## src/hdl/tfs_pkg.sv

```systemverilog
// ----------------------------------------------------------------------------
// tfs_pkg
// Shared types and constants of the target-follow set-point generator.
// ----------------------------------------------------------------------------
package tfs_pkg;

   // Width of a magnitude dividend: |33-bit value| * 10^6 stays below 2^52.
   localparam int NUM_BITS = 53;
   // Width of a divisor: interval sums and 65536 + |d| fit in 33 bits.
   localparam int DEN_BITS = 33;
   // Bit counter of the serial divider.
   localparam int CNT_BITS = 6;

   localparam logic [19:0]         US_PER_S = 20'd1000000;
   localparam logic [DEN_BITS-1:0] Q_ONE    = DEN_BITS'(65536);

   localparam logic [31:0] S32_MAX = 32'h7FFF_FFFF;
   localparam logic [31:0] S32_MIN = 32'h8000_0000;

   // Sample kinds on req_op.
   localparam logic OP_TARGET   = 1'b0;
   localparam logic OP_FOLLOWER = 1'b1;

   typedef enum logic [2:0] {
      ST_IDLE,
      ST_SETUP,
      ST_DIV,
      ST_POST,
      ST_DONE
   } state_type;

   // Quotients that one item may need, in the order they are formed.
   typedef enum logic [1:0] {
      JB_VEL,
      JB_ACC,
      JB_SX,
      JB_SY
   } job_type;

endpackage

```

## src/hdl/target_follow_setpoint_top.sv

```systemverilog
// ----------------------------------------------------------------------------
// target_follow_setpoint_top
// Target-follow set-point generator with a shared bit-serial divider.
// ----------------------------------------------------------------------------
// Each accepted request is a target or a follower position sample (Q16.16,
// stamps in microseconds). A target sample replaces the target position and
// derives x velocity and x acceleration by finite differences; a follower
// sample replaces the follower position. Every request gives one response
// with cmd_x = acc/2 + vel + s(dx), cmd_y = s(dy), cmd_z = dz, where
// s(d) = d / (1 + |d|) and d = follower - target; all outputs saturate.
// All quotients share one restoring divider that retires one quotient bit
// per cycle over a 53-bit dividend; each quotient passes through setup, 53
// shift steps and post. A target request needs four quotients; a follower
// request needs two. A zero interval yields a zero velocity or acceleration
// without running the divider, as setup then goes straight to post. One
// request is worked at a time; the response sits in an output register so
// the next request may start while the previous response is still stalled.
// ----------------------------------------------------------------------------
module target_follow_setpoint_top (
   input  logic        clock,
   input  logic        reset,
   input  logic        req_valid,
   output logic        req_stall,
   input  logic        req_op,
   input  logic [31:0] req_stamp_us,
   input  logic [31:0] req_pos_x,
   input  logic [31:0] req_pos_y,
   input  logic [31:0] req_pos_z,
   output logic        rsp_valid,
   input  logic        rsp_stall,
   output logic [31:0] rsp_cmd_x,
   output logic [31:0] rsp_cmd_y,
   output logic [31:0] rsp_cmd_z
);
   import tfs_pkg::*;

   // Sequencer
   state_type state_ff, state_in;
   job_type   job_ff, job_in;

   // Stored positions and target rates
   logic [31:0] tpos_x_ff, tpos_y_ff, tpos_z_ff;
   logic [31:0] fpos_x_ff, fpos_y_ff, fpos_z_ff;
   logic [31:0] last_time_ff;
   logic [31:0] prev_itv_ff;
   logic [31:0] vel_ff;
   logic [31:0] acc_ff;

   // Per-request working values
   logic [32:0] dpos_ff;     // signed x position change
   logic [31:0] itv_ff;      // current interval
   logic [32:0] span_ff;     // sum of the last two intervals
   logic [32:0] vdiff_ff;    // signed velocity change
   logic [31:0] sx_ff, sy_ff;

   // Serial divider
   logic [NUM_BITS-1:0] num_ff, num_in;
   logic [DEN_BITS-1:0] den_ff, den_in;
   logic [DEN_BITS-1:0] rem_ff, rem_in;
   logic [CNT_BITS-1:0] cnt_ff;
   logic                neg_ff;

   // Response register
   logic        rsp_valid_ff;
   logic [31:0] cmd_x_ff, cmd_y_ff, cmd_z_ff;

   // Control decoded from state
   logic accept;
   logic setup;
   logic post;
   logic load_rsp;

   // Setup path
   logic signed [32:0] opd;
   logic [32:0]        mag;
   logic               den_zero;
   logic [31:0]        itv_new;

   // Divide step
   logic [DEN_BITS:0] rem_t;
   logic              ge;

   // Post path
   logic [31:0] res;
   logic [32:0] vdiff_new;

   // Sum path
   logic signed [32:0] acc_half;
   logic signed [33:0] xsum;
   logic signed [32:0] dz;
   logic [31:0]        xsat, zsat;

   // ------------------------------------------------------------------
   // Next state
   // ------------------------------------------------------------------
   always_comb begin
      state_in = state_ff;
      case (state_ff)
         ST_IDLE:  if (req_valid) state_in = ST_SETUP;
         ST_SETUP: state_in = den_zero ? ST_POST : ST_DIV;
         ST_DIV:   if (cnt_ff == CNT_BITS'(NUM_BITS - 1)) state_in = ST_POST;
         ST_POST:  state_in = (job_ff == JB_SY) ? ST_DONE : ST_SETUP;
         ST_DONE:  if (!rsp_valid_ff || !rsp_stall) state_in = ST_IDLE;
         default:  state_in = ST_IDLE;
      endcase
   end

   // ------------------------------------------------------------------
   // State outputs
   // ------------------------------------------------------------------
   always_comb begin
      req_stall = 1'b1;
      setup     = 1'b0;
      post      = 1'b0;
      load_rsp  = 1'b0;
      case (state_ff)
         ST_IDLE:  req_stall = 1'b0;
         ST_SETUP: setup = 1'b1;
         ST_POST:  post = 1'b1;
         ST_DONE:  load_rsp = !rsp_valid_ff || !rsp_stall;
         default:  req_stall = 1'b1;
      endcase
   end

   assign accept = req_valid && !req_stall;

   // Job after the current one; a follower request starts at the soft terms.
   always_comb begin
      job_in = job_ff;
      if (accept) begin
         job_in = (req_op == OP_FOLLOWER) ? JB_SX : JB_VEL;
      end else if (post) begin
         case (job_ff)
            JB_VEL:  job_in = JB_ACC;
            JB_ACC:  job_in = JB_SX;
            JB_SX:   job_in = JB_SY;
            default: job_in = JB_SY;
         endcase
      end
   end

   always_ff @(posedge clock) begin
      if (reset) begin
         state_ff <= ST_IDLE;
         job_ff   <= JB_VEL;
      end else begin
         state_ff <= state_in;
         job_ff   <= job_in;
      end
   end

   // ------------------------------------------------------------------
   // Request capture: positions update at once, the interval and the
   // x position change are held for the rate quotients.
   // ------------------------------------------------------------------
   assign itv_new = req_stamp_us - last_time_ff;

   always_ff @(posedge clock) begin
      if (reset) begin
         tpos_x_ff    <= '0;
         tpos_y_ff    <= '0;
         tpos_z_ff    <= '0;
         fpos_x_ff    <= '0;
         fpos_y_ff    <= '0;
         fpos_z_ff    <= '0;
         last_time_ff <= '0;
         prev_itv_ff  <= '0;
      end else if (accept) begin
         if (req_op == OP_TARGET) begin
            tpos_x_ff    <= req_pos_x;
            tpos_y_ff    <= req_pos_y;
            tpos_z_ff    <= req_pos_z;
            last_time_ff <= req_stamp_us;
            prev_itv_ff  <= itv_new;
         end else begin
            fpos_x_ff <= req_pos_x;
            fpos_y_ff <= req_pos_y;
            fpos_z_ff <= req_pos_z;
         end
      end
   end

   always_ff @(posedge clock) begin
      if (accept) begin
         dpos_ff <= {req_pos_x[31], req_pos_x} - {tpos_x_ff[31], tpos_x_ff};
         itv_ff  <= itv_new;
         span_ff <= {1'b0, itv_new} + {1'b0, prev_itv_ff};
      end
   end

   // ------------------------------------------------------------------
   // Setup: pick the operand, take its magnitude, scale it and pick the
   // divisor for the current job.
   // ------------------------------------------------------------------
   always_comb begin
      case (job_ff)
         JB_VEL:  opd = $signed(dpos_ff);
         JB_ACC:  opd = $signed(vdiff_ff);
         JB_SX:   opd = $signed({fpos_x_ff[31], fpos_x_ff} - {tpos_x_ff[31], tpos_x_ff});
         default: opd = $signed({fpos_y_ff[31], fpos_y_ff} - {tpos_y_ff[31], tpos_y_ff});
      endcase
      mag = opd[32] ? 33'(-opd) : 33'(opd);
      case (job_ff)
         JB_VEL: begin
            num_in = {{(NUM_BITS-33){1'b0}}, mag} * US_PER_S;
            den_in = DEN_BITS'({1'b0, itv_ff});
         end
         JB_ACC: begin
            num_in = {{(NUM_BITS-33){1'b0}}, mag} * US_PER_S;
            den_in = span_ff;
         end
         default: begin
            num_in = {{(NUM_BITS-49){1'b0}}, mag, 16'b0};
            den_in = Q_ONE + mag;
         end
      endcase
      den_zero = (den_in == '0);
   end

   // ------------------------------------------------------------------
   // Restoring divider: shift one dividend bit into the remainder each
   // cycle, shift the quotient bit in behind it.
   // ------------------------------------------------------------------
   assign rem_t  = {rem_ff, num_ff[NUM_BITS-1]};
   assign ge     = rem_t >= {1'b0, den_ff};
   assign rem_in = ge ? DEN_BITS'(rem_t - {1'b0, den_ff}) : rem_t[DEN_BITS-1:0];

   always_ff @(posedge clock) begin
      if (setup) begin
         num_ff <= den_zero ? '0 : num_in;
         den_ff <= den_in;
         rem_ff <= '0;
         cnt_ff <= '0;
         neg_ff <= opd[32];
      end else if (state_ff == ST_DIV) begin
         num_ff <= {num_ff[NUM_BITS-2:0], ge};
         rem_ff <= rem_in;
         cnt_ff <= cnt_ff + CNT_BITS'(1);
      end
   end

   // ------------------------------------------------------------------
   // Post: restore the sign and saturate the quotient, then file it.
   // ------------------------------------------------------------------
   always_comb begin
      if (!neg_ff) begin
         res = (num_ff > NUM_BITS'(S32_MAX)) ? S32_MAX : num_ff[31:0];
      end else begin
         res = (num_ff > NUM_BITS'(S32_MIN)) ? S32_MIN : 32'(-num_ff[31:0]);
      end
      vdiff_new = {res[31], res} - {vel_ff[31], vel_ff};
   end

   always_ff @(posedge clock) begin
      if (reset) begin
         vel_ff <= '0;
         acc_ff <= '0;
      end else if (post) begin
         case (job_ff)
            JB_VEL:  vel_ff <= res;
            JB_ACC:  acc_ff <= res;
            default: ;
         endcase
      end
   end

   always_ff @(posedge clock) begin
      if (post) begin
         case (job_ff)
            JB_VEL:  vdiff_ff <= vdiff_new;
            JB_SX:   sx_ff <= res;
            JB_SY:   sy_ff <= res;
            default: ;
         endcase
      end
   end

   // ------------------------------------------------------------------
   // Final sums: halve acc toward zero, add velocity and soft x term,
   // saturate; z is the plain saturated difference.
   // ------------------------------------------------------------------
   always_comb begin
      acc_half = ($signed({acc_ff[31], acc_ff}) + $signed({32'b0, acc_ff[31]})) >>> 1;
      xsum = $signed({acc_half[32], acc_half})
           + $signed({{2{vel_ff[31]}}, vel_ff})
           + $signed({{2{sx_ff[31]}}, sx_ff});
      if (xsum > $signed({2'b00, S32_MAX})) begin
         xsat = S32_MAX;
      end else if (xsum < $signed({2'b11, S32_MIN})) begin
         xsat = S32_MIN;
      end else begin
         xsat = xsum[31:0];
      end
      dz = $signed({fpos_z_ff[31], fpos_z_ff} - {tpos_z_ff[31], tpos_z_ff});
      if (dz[32] != dz[31]) begin
         zsat = dz[32] ? S32_MIN : S32_MAX;
      end else begin
         zsat = dz[31:0];
      end
   end

   // Response register: load on completion, drop when taken.
   always_ff @(posedge clock) begin
      if (reset) begin
         rsp_valid_ff <= 1'b0;
      end else if (load_rsp) begin
         rsp_valid_ff <= 1'b1;
      end else if (rsp_valid_ff && !rsp_stall) begin
         rsp_valid_ff <= 1'b0;
      end
   end

   always_ff @(posedge clock) begin
      if (load_rsp) begin
         cmd_x_ff <= xsat;
         cmd_y_ff <= sy_ff;
         cmd_z_ff <= zsat;
      end
   end

   assign rsp_valid = rsp_valid_ff;
   assign rsp_cmd_x = cmd_x_ff;
   assign rsp_cmd_y = cmd_y_ff;
   assign rsp_cmd_z = cmd_z_ff;

   // ------------------------------------------------------------------
   // Assertions
   // ------------------------------------------------------------------
   a_accept_starts: assert property (@(posedge clock) disable iff (reset)
      accept |=> (state_ff == ST_SETUP))
      else $error("accepted request did not start a quotient");

   a_rem_below_den: assert property (@(posedge clock) disable iff (reset)
      (state_ff == ST_DIV) |-> (rem_ff < den_ff))
      else $error("divider remainder not below divisor");

   a_div_from_zero: assert property (@(posedge clock) disable iff (reset)
      (setup && !den_zero) |=> (cnt_ff == '0))
      else $error("divider started with stale count");

   a_rsp_from_done: assert property (@(posedge clock) disable iff (reset)
      $rose(rsp_valid_ff) |-> ($past(state_ff) == ST_DONE))
      else $error("response raised outside completion");

endmodule

```

## config.mk

```make
export PLATFORM = sky130hd
export DESIGN_NAME = target_follow_setpoint_top
export DESIGN_NICKNAME = d
export VERILOG_FILES = /design/src/hdl/tfs_pkg.sv /design/src/hdl/target_follow_setpoint_top.sv
export SDC_FILE = /design/constraint.sdc
export NUM_CORES = 2
export LEC_CHECK = 0
export BUFFER_PORTS_ARGS = -buffer_cell sky130_fd_sc_hd__buf_2
export CORE_MARGIN = 1.5
export CORE_UTILIZATION = 31
export CTS_CLUSTER_DIAMETER = 100
export DETAILED_ROUTE_END_ITERATION = 12
export MAX_ROUTING_LAYER = met4
export PLACE_DENSITY_LB_ADDON = 0.2
export SLEW_MARGIN = 20
export SYNTH_ARGS = -nofsm -noshare
export SYNTH_HDL_FRONTEND = slang
export SYNTH_SLANG_ARGS = --single-unit
```

## constraint.sdc

```tcl
create_clock -name clock -period 10.8 [get_ports clock]
set_input_delay 0.54 -clock clock [delete_from_list [all_inputs] [get_ports clock]]
set_output_delay 0.54 -clock clock [all_outputs]
set_load 0.02 [all_outputs]
```

==> flow_summary_export.csv <==
group,metric,value,unit
critical_path,path_max_fanout,9,
drt,initialDrtViolationCount,2677,
logic_synthesis,async_reset_ff_frac,0,
drt,routed_wl,160,mm
sta,finalSetupTns,0,ns
sta,fin_crit_sh,0.938,
clock_tree,clock_latency,0.74,ns
die,core-area,167000,um2
global_route,grt_pass1_vias,40825,
die,initial_core_util,0.313,
logic_synthesis,syn_nets,6482,
clock_tree,numCtsBuffers,90,
critical_path,worstPathRequired,11.27,ns
logic_synthesis,synth_cells,5730,
sta,finalSetupViolCount,0,
logic_synthesis,synth_edf_count,378,
drt,routed-wl-met3,6.44,mm
logic_synthesis,synth.avg_cell_area,9.14,um2
drt,viasPerCell,5.10,
clock_tree,cts_tree,"done",
critical_path,max_stage_delay,0.77,ns
drt,drcViolationCount,0,
logic_synthesis,synth.most_common_cell,"inv_1",
sta,period_minus_slack,10.13,ns
sta,hold_violations,0,
logic_synthesis,synth_area,52400,um2
critical_path,arrival,10.59,ns
sta,rsz0062_at_grt,"no",
critical_path,crit_slowest_cell,"xnor2_1",
die,floorplan.die_area,171000,um2
clock_tree,h-tree-depth,3,
run_status,status,"completed",
critical_path,end_kind,"flip-flop",
cells_and_area,postLayoutCoreUtil,0.361,
drt,highest_layer,"met4",
logic_synthesis,ys_warn_count,0,
global_route,grt_pass1_wl,245,mm
logic_synthesis,synth.area.top_cells,"edfxtp_1 (22%), dfxtp_1 (14%), ha_1 (11%)",
global_route,grt_util_all_layers,0.187,
clock_tree,root_buffer,"clkbuf_16",
die,fp-row-count,150,
cells_and_area,area_growth_syn_to_layout,15.3,%
sta,drv_slew,0,
drt,drtPass1Iterations,6,
logic_synthesis,yosys.area.top_type_share,0.217,
logic_synthesis,synth_common_cells,"inv_1 (662), nand2_1 (513), ha_1 (463)",
clock_tree,clkSinkCount,743,
sta,skew,0.0822,ns
sta,worst_pin_slew,1.11,ns
die,io_pins,231,
cells_and_area,nNetsFinal,6767,
drt,vias,42373,
sta,clock.fmax,98.8,MHz
die,die_y,414,um
logic_synthesis,synth.distinct_cells,100,
critical_path,critPathKind,"flip-flop to flip-flop",
clock_tree,clockBufferDepth,3,
placed_design,placedCellCount,8066,
logic_synthesis,ys.flop_type,"edfxtp_1",
placed_design,globalplace.congestion,0.909,
drt,ant_nets,0,
placed_design,portBuffers,230,
drt,wl_met1,77.8,mm
run,max_cap_viol_count,0,
cells_and_area,instances_no_fill,8301,
sta,max-slew-margin-rel,0.245,
hold_path,hold_class,"primary input to flip-flop",
global_route,grt_overflow,0,
logic_synthesis,synth-seq-cells,743,
logic_synthesis,synth.yosys.seq_area_share,0.356,
die,die_w,414,um
cells_and_area,drive_above_1_share,0.0986,
sta,fin_hold_ws,0.0536,ns
drt,drt-wirelength-per-cell,19.3,um
logic_synthesis,synth_top_area_cell,"edfxtp_1",
clock_tree,path_clk_slew,0.06,ns
global_route,grt_max_degree,130,
critical_path,start_kind,"flip-flop",
placed_design,dpl.hpwl,121,mm
global_route,antenna_found_initial,7,
drt,wl_met2,71.7,mm
final timing paths:
check | startpoint | endpoint | slack, ns | depth (start not counted)
max | fpos_x_ff[0]$_SDFFE_PP0P_ | num_ff[51]$_DFFE_PP_ | 0.67 | 38
min | req_pos_z[29] | tpos_z_ff[29]$_SDFFE_PP0P_ | 0.05 | 2
max reg2reg | fpos_x_ff[0]$_SDFFE_PP0P_ | num_ff[51]$_DFFE_PP_ | 0.67 | 38
min reg2reg | sy_ff[0]$_DFFE_PP_ | rsp_cmd_y[0]$_DFFE_PP_ | 0.41 | 0
critical path, delay by kind of cell (launching register included):
family                   cells  cell delay (ns)
AO/OA/AOI/OAI               11             2.68
adder cells (fa/ha/maj)      8             2.99
XOR/XNOR                     4             1.29
buffers and inverters        4             0.30
flip-flops                   1             0.33
AND/OR/NAND/NOR             11             2.28
sequential cells by signal, summed over array words and instances, names as in the netlist, 33 cells and up:
register  count
num_ff       53
den_ff       33
dpos_ff      33
rem_ff       33
span_ff      33
vdiff_ff     33
placed cells by master, fill, tap and decap left out, drive strengths merged, types with 60 or more instances in the layout:
cell type    netlist  routed
a21o             106     106
a22o             164     164
nand3            111     111
nor2             394     394
clkbuf           174     120
nand2            513     513
mux2i             79      79
a21oi            412     412
dlygate4sd3        0      60
xor2             131     131
nor3             148     148
inv              666     671
ha               463     463
a211oi            95      95
buf               42     349
fa               156     156
xnor2            236     236
edfxtp           378     378
dfxtp            365     365
o21ai            253     253
what timing repair did:
item | in CTS | in global routing
hold buffers | 60 | 0
buffers inserted | 0 | 0
hold endpoints to repair | 64 | 0
resized for setup | 0 | 9
setup endpoints to repair | 0 | 10
cell families after synthesis:
logic type	after synthesis	synth area share
and+or+nand+nor	1557	0.139
AOI/OAI and AO/OA	1459	0.188
buffers and inverters	885	0.0643
DFF	743	0.356
adders and majority gates	622	0.171
xor gates and xnor gates	368	0.0623
muxes	96	0.0194
per-layer routing:
metal  vias to the layer above  GRT usage
li1                      20869          -
met1                     20454      0.257
met2                       855      0.292
met3                       195     0.0199
met4                         0     0.0513
met5                         -          -
per-stage QoR:
stage | setup slack, ns | instance area, um2
floorplan | 0.779 | 52400
global placement | 0.516 | 56500
detailed placement | 0.382 | 56500
CTS | 0.293 | 60300
global route | 0.00637 | 60400
finish | 0.674 | 60400
cell type report:
cell class	count	area, um2
antenna	4	10.0
fill	17262	107000
timing repair buffer	409	2690
sequential	743	18700
inverter	669	2520
multi-input combinational	4102	30500
clock inverter	50	651
clock buffer	120	2570
tap	2204	2760
Power is left out: the tool's default activity adds up to more than one toggle a clock period on the data nets, which glitch-free logic cannot reach.
